### src/bounded_shift_stack_macros.svh
// assertion macros for the bounded shift stack
`ifndef BOUNDED_SHIFT_STACK_MACROS_SVH
`define BOUNDED_SHIFT_STACK_MACROS_SVH

`ifndef NO_ASSERTIONS
// same-cycle implication
`define BSS_ASSERT_SAME(label, clk, rst_n, ante, cons) \
  label: assert property (@(posedge clk) disable iff (!(rst_n)) (ante) |-> (cons)) \
    else $error("bounded_shift_stack assertion failed");
// next-cycle implication
`define BSS_ASSERT_NEXT(label, clk, rst_n, ante, cons) \
  label: assert property (@(posedge clk) disable iff (!(rst_n)) (ante) |=> (cons)) \
    else $error("bounded_shift_stack assertion failed");
`else
`define BSS_ASSERT_SAME(label, clk, rst_n, ante, cons)
`define BSS_ASSERT_NEXT(label, clk, rst_n, ante, cons)
`endif

`endif

### src/bss_pkg.sv
// shared types and constants of the bounded shift stack
package bss_pkg;

  localparam int unsigned DATA_W        = 32;
  localparam int unsigned CAP_W         = 5;
  localparam int unsigned DEPTH_DEFAULT = 16;
  localparam logic [CAP_W-1:0] DEFAULT_CAP = CAP_W'(10);

  typedef enum logic [1:0] {
    OP_PUSH  = 2'd0,
    OP_POP   = 2'd1,
    OP_CLEAR = 2'd2
  } op_e;

  typedef enum logic [1:0] {
    KIND_ENTRY      = 2'd0,
    KIND_EMPTY_LIST = 2'd1,
    KIND_FULL       = 2'd2,
    KIND_EMPTY_ERR  = 2'd3
  } kind_e;

  // per-cycle controls broadcast to every cell of the row
  typedef struct packed {
    logic push;   // entries move one place down, value enters on top
    logic pop;    // entries move one place up, zero enters at the bottom
    logic load;   // copy the new entries into the listing row
    logic shift;  // listing row moves one place toward the top
  } cell_ctrl_t;

endpackage

### src/bounded_shift_stack.sv
// top level of the bounded shift stack: cell row, sequencer and output register
//
//  channel  | dir | handshake                    | contents
//  ---------+-----+------------------------------+----------------------------------------
//  s_axis   | in  | s_axis_tvalid/s_axis_tready  | tdata: value, tuser: operation
//  m_axis   | out | m_axis_tvalid/m_axis_tready  | tdata: entry_value, tuser: kind, tlast
//  cfg      | in  | cfg_we_i                     | cfg_wdata_i: capacity_limit
//
// a push or pop that leaves n entries is accepted, then yields n listing words, one per cycle
// while the output register is not stalled, shifted out of the top of the listing row
// a full error, empty error or empty listing yields one word; clear yields none
// reset clears the count, the sequencer and the output register; the limit returns to ten
// a stalled output register holds the row; no input word is taken while a listing runs
`include "bounded_shift_stack_macros.svh"

module bounded_shift_stack #(
  parameter int unsigned DEPTH = bss_pkg::DEPTH_DEFAULT
) (
  input  logic                       clk_i,
  input  logic                       rst_ni,
  // configuration
  input  logic                       cfg_we_i,
  input  logic [bss_pkg::CAP_W-1:0]  cfg_wdata_i,    // [4:0] capacity_limit
  // input words
  input  logic                       s_axis_tvalid,
  output logic                       s_axis_tready,
  input  logic [bss_pkg::DATA_W-1:0] s_axis_tdata,   // [31:0] value
  input  logic [1:0]                 s_axis_tuser,   // [1:0] operation
  // result words
  output logic                       m_axis_tvalid,
  input  logic                       m_axis_tready,
  output logic [bss_pkg::DATA_W-1:0] m_axis_tdata,   // [31:0] entry_value
  output logic [1:0]                 m_axis_tuser,   // [1:0] kind
  output logic                       m_axis_tlast    // last
);
  import bss_pkg::*;

  localparam int unsigned CNT_W = $clog2(DEPTH + 1);
  localparam int unsigned CMP_W = (CNT_W > CAP_W) ? CNT_W : CAP_W;

  // configuration register
  logic [CAP_W-1:0] cap_q;

  always_ff @(posedge clk_i or negedge rst_ni) begin
    if (!rst_ni) begin
      cap_q <= DEFAULT_CAP;
    end else if (cfg_we_i) begin
      cap_q <= cfg_wdata_i;
    end
  end

  // effective capacity: zero means default, never above the row depth
  logic [CAP_W-1:0] cap_raw;
  logic [CMP_W-1:0] cap_eff;
  always_comb begin
    cap_raw = (cap_q == '0) ? DEFAULT_CAP : cap_q;
    if (CMP_W'(cap_raw) > CMP_W'(DEPTH)) begin
      cap_eff = CMP_W'(DEPTH);
    end else begin
      cap_eff = CMP_W'(cap_raw);
    end
  end

  // sequencer state
  logic             busy_q, busy_d;
  logic [CNT_W-1:0] rem_q, rem_d;     // listing words still to emit
  kind_e            kind_q, kind_d;   // kind of the words being emitted
  logic [CNT_W-1:0] count_q, count_d;

  // output register
  logic              out_valid_q;
  kind_e             out_kind_q;
  logic [DATA_W-1:0] out_data_q;
  logic              out_last_q;

  cell_ctrl_t        ctrl;
  logic              accept;
  logic              advance;
  logic              full;
  op_e               op;

  logic [DATA_W-1:0] entry_w [DEPTH];
  logic [DATA_W-1:0] list_w  [DEPTH];

  assign s_axis_tready = !busy_q;
  assign accept  = s_axis_tvalid && !busy_q;
  assign advance = busy_q && (!out_valid_q || m_axis_tready);
  assign op      = op_e'(s_axis_tuser);
  assign full    = CMP_W'(count_q) >= cap_eff;

  // decode of an accepted word and listing progress
  always_comb begin
    busy_d     = busy_q;
    rem_d      = rem_q;
    kind_d     = kind_q;
    count_d    = count_q;
    ctrl       = '0;
    ctrl.shift = advance;
    if (advance) begin
      rem_d = rem_q - CNT_W'(1);
      if (rem_q == CNT_W'(1)) begin
        busy_d = 1'b0;
      end
    end
    if (accept) begin
      case (op)
        OP_PUSH: begin
          busy_d = 1'b1;
          if (full) begin
            kind_d = KIND_FULL;
            rem_d  = CNT_W'(1);
          end else begin
            ctrl.push = 1'b1;
            ctrl.load = 1'b1;
            count_d   = count_q + CNT_W'(1);
            kind_d    = KIND_ENTRY;
            rem_d     = count_q + CNT_W'(1);
          end
        end
        OP_POP: begin
          busy_d = 1'b1;
          rem_d  = CNT_W'(1);
          if (count_q == '0) begin
            kind_d = KIND_EMPTY_ERR;
          end else begin
            ctrl.pop  = 1'b1;
            ctrl.load = 1'b1;
            count_d   = count_q - CNT_W'(1);
            if (count_q == CNT_W'(1)) begin
              kind_d = KIND_EMPTY_LIST;
            end else begin
              kind_d = KIND_ENTRY;
              rem_d  = count_q - CNT_W'(1);
            end
          end
        end
        OP_CLEAR: begin
          count_d = '0;
        end
        default: begin
          // unused code: ignored
        end
      endcase
    end
  end

  always_ff @(posedge clk_i or negedge rst_ni) begin
    if (!rst_ni) begin
      busy_q  <= 1'b0;
      rem_q   <= '0;
      kind_q  <= KIND_ENTRY;
      count_q <= '0;
    end else begin
      busy_q  <= busy_d;
      rem_q   <= rem_d;
      kind_q  <= kind_d;
      count_q <= count_d;
    end
  end

  // row of cells, slot 0 on top
  for (genvar i = 0; i < DEPTH; i++) begin : g_cell
    logic [DATA_W-1:0] above;
    logic [DATA_W-1:0] below;
    logic [DATA_W-1:0] list_below;
    if (i == 0) begin : g_top
      assign above = s_axis_tdata;
    end else begin : g_mid
      assign above = entry_w[i-1];
    end
    if (i == DEPTH - 1) begin : g_bottom
      assign below      = '0;
      assign list_below = '0;
    end else begin : g_upper
      assign below      = entry_w[i+1];
      assign list_below = list_w[i+1];
    end
    bss_cell u_cell (
      .clk_i        (clk_i),
      .ctrl_i       (ctrl),
      .above_i      (above),
      .below_i      (below),
      .list_below_i (list_below),
      .entry_o      (entry_w[i]),
      .list_o       (list_w[i])
    );
  end

  // output register: refilled from the top of the listing row
  always_ff @(posedge clk_i or negedge rst_ni) begin
    if (!rst_ni) begin
      out_valid_q <= 1'b0;
      out_kind_q  <= KIND_ENTRY;
      out_data_q  <= '0;
      out_last_q  <= 1'b0;
    end else if (advance) begin
      out_valid_q <= 1'b1;
      out_kind_q  <= kind_q;
      out_data_q  <= (kind_q == KIND_ENTRY) ? list_w[0] : '0;
      out_last_q  <= (rem_q == CNT_W'(1));
    end else if (m_axis_tready) begin
      out_valid_q <= 1'b0;
    end
  end

  assign m_axis_tvalid = out_valid_q;
  assign m_axis_tdata  = out_data_q;
  assign m_axis_tuser  = out_kind_q;
  assign m_axis_tlast  = out_last_q;

  // checks
  `BSS_ASSERT_SAME(a_count_in_range, clk_i, rst_ni, 1'b1, count_q <= CNT_W'(DEPTH))
  `BSS_ASSERT_SAME(a_busy_has_words, clk_i, rst_ni, busy_q, rem_q != '0)
  `BSS_ASSERT_NEXT(a_push_pop_starts, clk_i, rst_ni,
    accept && (op == OP_PUSH || op == OP_POP), busy_q)
  `BSS_ASSERT_SAME(a_single_word_last, clk_i, rst_ni,
    out_valid_q && out_kind_q != KIND_ENTRY, out_last_q)
  `BSS_ASSERT_SAME(a_listing_fits, clk_i, rst_ni,
    busy_q && kind_q == KIND_ENTRY, rem_q <= count_q)

endmodule

### src/bss_cell.sv
// one stack slot: stored entry plus its place in the listing row
module bss_cell (
  input  logic                       clk_i,
  input  bss_pkg::cell_ctrl_t        ctrl_i,
  input  logic [bss_pkg::DATA_W-1:0] above_i,       // entry of the slot above
  input  logic [bss_pkg::DATA_W-1:0] below_i,       // entry of the slot below
  input  logic [bss_pkg::DATA_W-1:0] list_below_i,  // listing word of the slot below
  output logic [bss_pkg::DATA_W-1:0] entry_o,
  output logic [bss_pkg::DATA_W-1:0] list_o
);
  import bss_pkg::*;

  logic [DATA_W-1:0] entry_q, entry_d;
  logic [DATA_W-1:0] list_q, list_d;

  always_comb begin
    if (ctrl_i.push) begin
      entry_d = above_i;
    end else if (ctrl_i.pop) begin
      entry_d = below_i;
    end else begin
      entry_d = entry_q;
    end
  end

  always_comb begin
    if (ctrl_i.load) begin
      list_d = entry_d;
    end else if (ctrl_i.shift) begin
      list_d = list_below_i;
    end else begin
      list_d = list_q;
    end
  end

  always_ff @(posedge clk_i) begin
    entry_q <= entry_d;
    list_q  <= list_d;
  end

  assign entry_o = entry_q;
  assign list_o  = list_q;

endmodule

### config.mk
export PLATFORM = sky130hd
export DESIGN_NAME = bounded_shift_stack
export DESIGN_NICKNAME = d
export VERILOG_FILES = /design/src/bss_pkg.sv /design/src/bounded_shift_stack.sv /design/src/bss_cell.sv
export VERILOG_INCLUDE_DIRS = /design/src /design/src/src
export SDC_FILE = /design/constraint.sdc
export NUM_CORES = 2
export LEC_CHECK = 0
export ABC_CLOCK_PERIOD_IN_PS = 11170
export BUFFER_PORTS_ARGS = -buffer_cell sky130_fd_sc_hd__buf_2
export CAP_MARGIN = 40
export CELL_PAD_IN_SITES_DETAIL_PLACEMENT = 1
export CELL_PAD_IN_SITES_GLOBAL_PLACEMENT = 2
export CORE_MARGIN = 1
export CORE_UTILIZATION = 47
export CTS_CLUSTER_SIZE = 25
export DETAILED_ROUTE_END_ITERATION = 12
export MAX_ROUTING_LAYER = met4
export PLACE_DENSITY = 0.82
export SYNTH_ARGS = -nofsm -noshare
export SYNTH_HDL_FRONTEND = slang
export SYNTH_HIERARCHICAL = 1
export SYNTH_SLANG_ARGS = --single-unit
### constraint.sdc
create_clock -name clk_i -period 11.17 [get_ports clk_i]
set_input_delay 1.117 -clock clk_i [delete_from_list [all_inputs] [get_ports clk_i]]
set_output_delay 1.117 -clock clk_i [all_outputs]
set_load 0.02 [all_outputs]
### Word-level counts from Yosys, hierarchy flattened

Index checks and enable logic that the tools add are counted.

* register bits after elaboration: 1078
* latch bits: 0
* bits in writable memories: 0
* bits in read-only memories: 0
* output and inout bits: 37
* logic and storage cells: 160
* memories: 0

* $add $sub $neg: 3
* $mul: 0
* div/mod/pow operators: 0
* magnitude comparators: 2
* eq/ne operators: 6
* shift operators: 0
* mux-type cells: 92
* bitwise gates (word level): 0
* reductions and logical operators: 16

Operators by type and width (number)
* two-way mux 32 bit: 65
* two-way mux 5 bit: 9
* case mux 5 bit (3 select lines): 1
* equality test 5 x 1 -> 1 bit, second input constant: 2
* logical NOT 5 bit: 2
* two-way mux 1 bit: 10
* case mux 5 bit (2 select lines): 1
* subtractor 5 x 1 -> 5 bit, second input constant: 2
* two-way mux 2 bit: 3
* nonzero test 2 bit: 3
* adder 5 x 1 -> 5 bit, second input constant: 1
* greater-or-equal comparator 5 bit: 1
* greater-than comparator 5 bit, second input constant: 1
* logical NOT 2 bit: 2
* inequality test 2 bit, second input constant: 2
* case mux 2 bit (2 select lines): 1
* AND reduction 4 bit: 1
* two-way mux 3 bit: 1
* nonzero test 3 bit: 1
* equality test 2 x 1 -> 1 bit, second input constant: 1
* equality test 2 bit, second input constant: 1
* logical AND 1 bit: 2
* logical NOT 1 bit: 2
* case mux 1 bit (2 select lines): 1
* 3 further kinds: 3

### Longest topological paths before layout

* word-level depth: 11
* gate-level depth with buffers: 12
* mapped depth without buffers: 10

### Hierarchy

The synthesis kept the hierarchy.

By module, submodules not included
* bss_cell: times used 16, cells each 279, area an instance 3154.3 um2, sequential area each 1601.5 um2
* bounded_shift_stack: times used 1, cells each 301, area an instance 2756.4 um2, sequential area each 1353.8 um2

### Least setup slack after synthesis

Ideal clock, no wire load.

* path type: input port to flip-flop
* start: input s_axis_tuser[1]
* end: register g_cell[0].u_cell.list_q[0], enable pin
* library setup time: 0.375 ns
* data arrival time: 4.144 ns
* slack: 6.651 ns
* stages: 7
* path buffers: 2
* cells stage by stage: inv_1 ha_1 buf_2 nand2b_1 a21oi_1 clkbuf_1 or2_2

RTL lines
* start, declared: RTL line bounded_shift_stack.sv:28 `input logic [1:0] s_axis_tuser,`
* end signal, assigned: RTL line bss_cell.sv:38 `list_q <= list_d;`
* end, declared: RTL line bss_cell.sv:14 `logic [DATA_W-1:0] list_q, list_d;`

==> reports/results.ini <==
[sta]
hold_viol_final=0
setup_viol=0
worst_slack_ns=6.43
rsz0062_at_grt=no
finClkSkew_ns=0.0172
holdWs_ns=0.457
finalSetupTns_ns=0
fin_crit_ns=4.74
fmaxAchievable_mhz=211
relSlewSlack_pct=31.9
worstMarginPinSlew_ns=1.02
timing.final.crit_share_pct=42.4
drv_slew=0

[die]
dieArea_um2=115000
start_util_pct=47.4
core.rowCount=123
dieWidth_um=339
core_um2=112000
dieHeight_um=339
io_pins=81

[yosys]
yosysWarnings=6
async_reset_ff_share_pct=5.01
synth_top_area_share_pct=28.9
synth_area_um2=53200
synth_cell_types=47
synth_seq_area_share_pct=50.7
synthCells=4765
synth_edf_count=512
synth.most_common_cell=mux2i_1
yosys_most_used_dff=edfxtp_1
syn_avg_cell_area_um2=11.2
synth_area_leader_cell=edfxtp_1
synth_area_leaders=edfxtp_1 29%, mux2i_1 19%, dfxtp_1 19%
synthTopCellsByCount=1028 x mux2i_1, 549 x nand3_1, 530 x nand2b_1
synth_seq_cells=1078

[clock_network]
cts_tree=built
clk_latency_ns=0.69
cts_buffer_depth=3
cts.sinks=1078
numCtsBuffers=120
htreeDepth=3
ctsResizeCount=0
path_clk_slew_ns=0.06
hold_buffers=0
clockRootBuffer=clkbuf_16
post_cts_buffers=0

[global_routing]
grt_pass1_vias=35200
antenna_found_initial=1
grt_overflow=0
grt_pass1_wl_um=190000
grt_max_degree=170
grt_util_all_layers_pct=20.0

[power]
clockPowerShare_pct=28.6
pwr-share-seq_pct=47.7
leakagePower_nw=18.3
intPower_mw=9.53
p_comb_share_pct=23.7
cellPowerDensity_nw_per_um2=236
switching_share_pct=30.3
worst_ir_drop_vdd_v=0.000116
power_mw=13.7
switching_power_mw=4.14

[setup_path]
rrSetupSlack_ns=6.43
crit_slowest_cell=or2_2
path_class=reg2reg
cp_top_family=buffers and inverters
cp-end-kind=register
r2r-end=g_cell[6].u_cell/list_o[4]
required_ns=11.49
cp_max_fo=68
max_stage_delay_ns=0.77
worstPathCellList=ha_1, a21oi_1, o21ai_1, a31oi_1, nand2_1, a21oi_4, buf_4, buf_4, or2_2
r2r_cells=9
timing.critical_path.buf_inv=2
r2r_start=count_q[2]
start_kind=register
worstPathArrival_ns=5.06
crit_top_cell=buf_4

[flow_run]
cap_violations=0

[placement]
dpl.cell_count=6122
place_ws_ns=6.05
io_buffers=80
gp_congestion=0.747
placed_cell_area_um2=54000
dp.final_hpwl_um=71000

[layout]
postLayoutCellArea_um2=57900
nNetsFinal=4801
final_util_pct=51.6
finalNonFillerCells=6350
drive_above_1_share_pct=8.54
area_growth_pct=8.82

[detailed_routing]
vias=33700
dr.pass1.iters=5
viasPerCell=5.30
wire_per_inst_um=17.5
antenna_left=0
drt_iter0_drc=1726
drc=0
wirelength_um=111000

[outcome]
status=finished, final reports clean

[hold_path]
min_from=m_axis_tdata[3]
holdPathStages=2
hold_path.class=reg2reg
holdPathEnd=m_axis_tdata[3]

-- cells by family (layout without fill, tap and decap cells) --
kind of cell | Yosys count | after routing | share of synthesized area (%)
other | 1 | 66 | 0.00705
and+or+nand+nor | 1208 | 1208 | 12.5
muxes | 1033 | 1033 | 19.4
DFF | 1078 | 1078 | 50.7
buffers and inverters | 876 | 896 | 8.77
adders and majority gates | 13 | 13 | 0.306
xor gates and xnor gates | 8 | 8 | 0.132
AOI/OAI and AO/OA | 548 | 548 | 8.14
-- worst register-to-register path, cell delays in order, from the launching register on --
cell,delay (ns)
dfrtp_1,0.59
ha_1,0.32
a21oi_1,0.14
o21ai_1,0.17
a31oi_1,0.25
nand2_1,0.17
a21oi_4,0.60
buf_4,0.63
buf_4,0.66
or2_2,0.82
-- metal layers --
metal	vias up	routed length [um]	global-route usage, %
met5	-	0	-
met4	0	1910	4.16
met1	16400	57100	28.6
li1	16800	-	-
met3	139	2490	2.55
met2	288	49500	30.5
-- cell usage in the layout (no fill, tap or decap), drive strengths merged, types with 5 or more instances in the layout --
cell / instances
dfxtp: 512
nand2b: 530
dfrtp: 52
buf: 144
nor2: 8
xnor2: 5
nor2b: 5
o21ai: 10
edfxtp: 512
inv: 527
a21oi: 9
conb: 64
nand2: 87
clkinv: 31
nand3: 549
mux2i: 1028
clkbuf: 189
bufinv: 5
or2: 18
o211ai: 513
ha: 13
mux2: 5
-- flip-flops by register name (all words and copies together), names as in the netlist, 2 cells and up --
signal,count
rem_q,5
g_cell.u_cell/list_o,512
kind_q,2
g_cell.u_cell/entry_o,512
m_axis_tuser,2
count_q,5
cap_q,5
m_axis_tdata,32
-- cell type report --
class                      instances  area [um2]
timing repair buffer             144        1280
antenna                            2        5.00
sequential                      1078       27000
fill                           11900       54400
clock buffer                     189        3640
clock inverter                    37         314
inverter                         526        1970
tap                             1500        1880
multi-input combinational       2874       21900
-- how the worst max path moves through the flow --
stage,start,to,depth (start not counted)
6_report,count_q[2],g_cell[6].u_cell/list_o[4],9
5_1_grt,cap_q[4],g_cell[6].u_cell/list_o[19],11
4_1_cts,count_q[2],g_cell[6].u_cell/list_o[19],9
3_5_place_dp,s_axis_tuser[1],g_cell[6].u_cell/list_o[4],8
3_3_place_gp,s_axis_tuser[1],g_cell[14].u_cell/list_o[29],9
2_1_floorplan,s_axis_tuser[1],g_cell[0].u_cell/list_o[0],7
-- power groups by stage --
stage                     Clock (mW)  Combinational (mW)  Sequential (mW)
after detailed placement           0                3.30             6.61
after global placement             0                3.11             6.54
after floorplan                    0                2.51             6.43
final                           3.91                3.24             6.51
after CTS                       4.02                3.32             6.53
after global routing            4.17                3.65             6.67
Power figures use the tool's default switching activity.
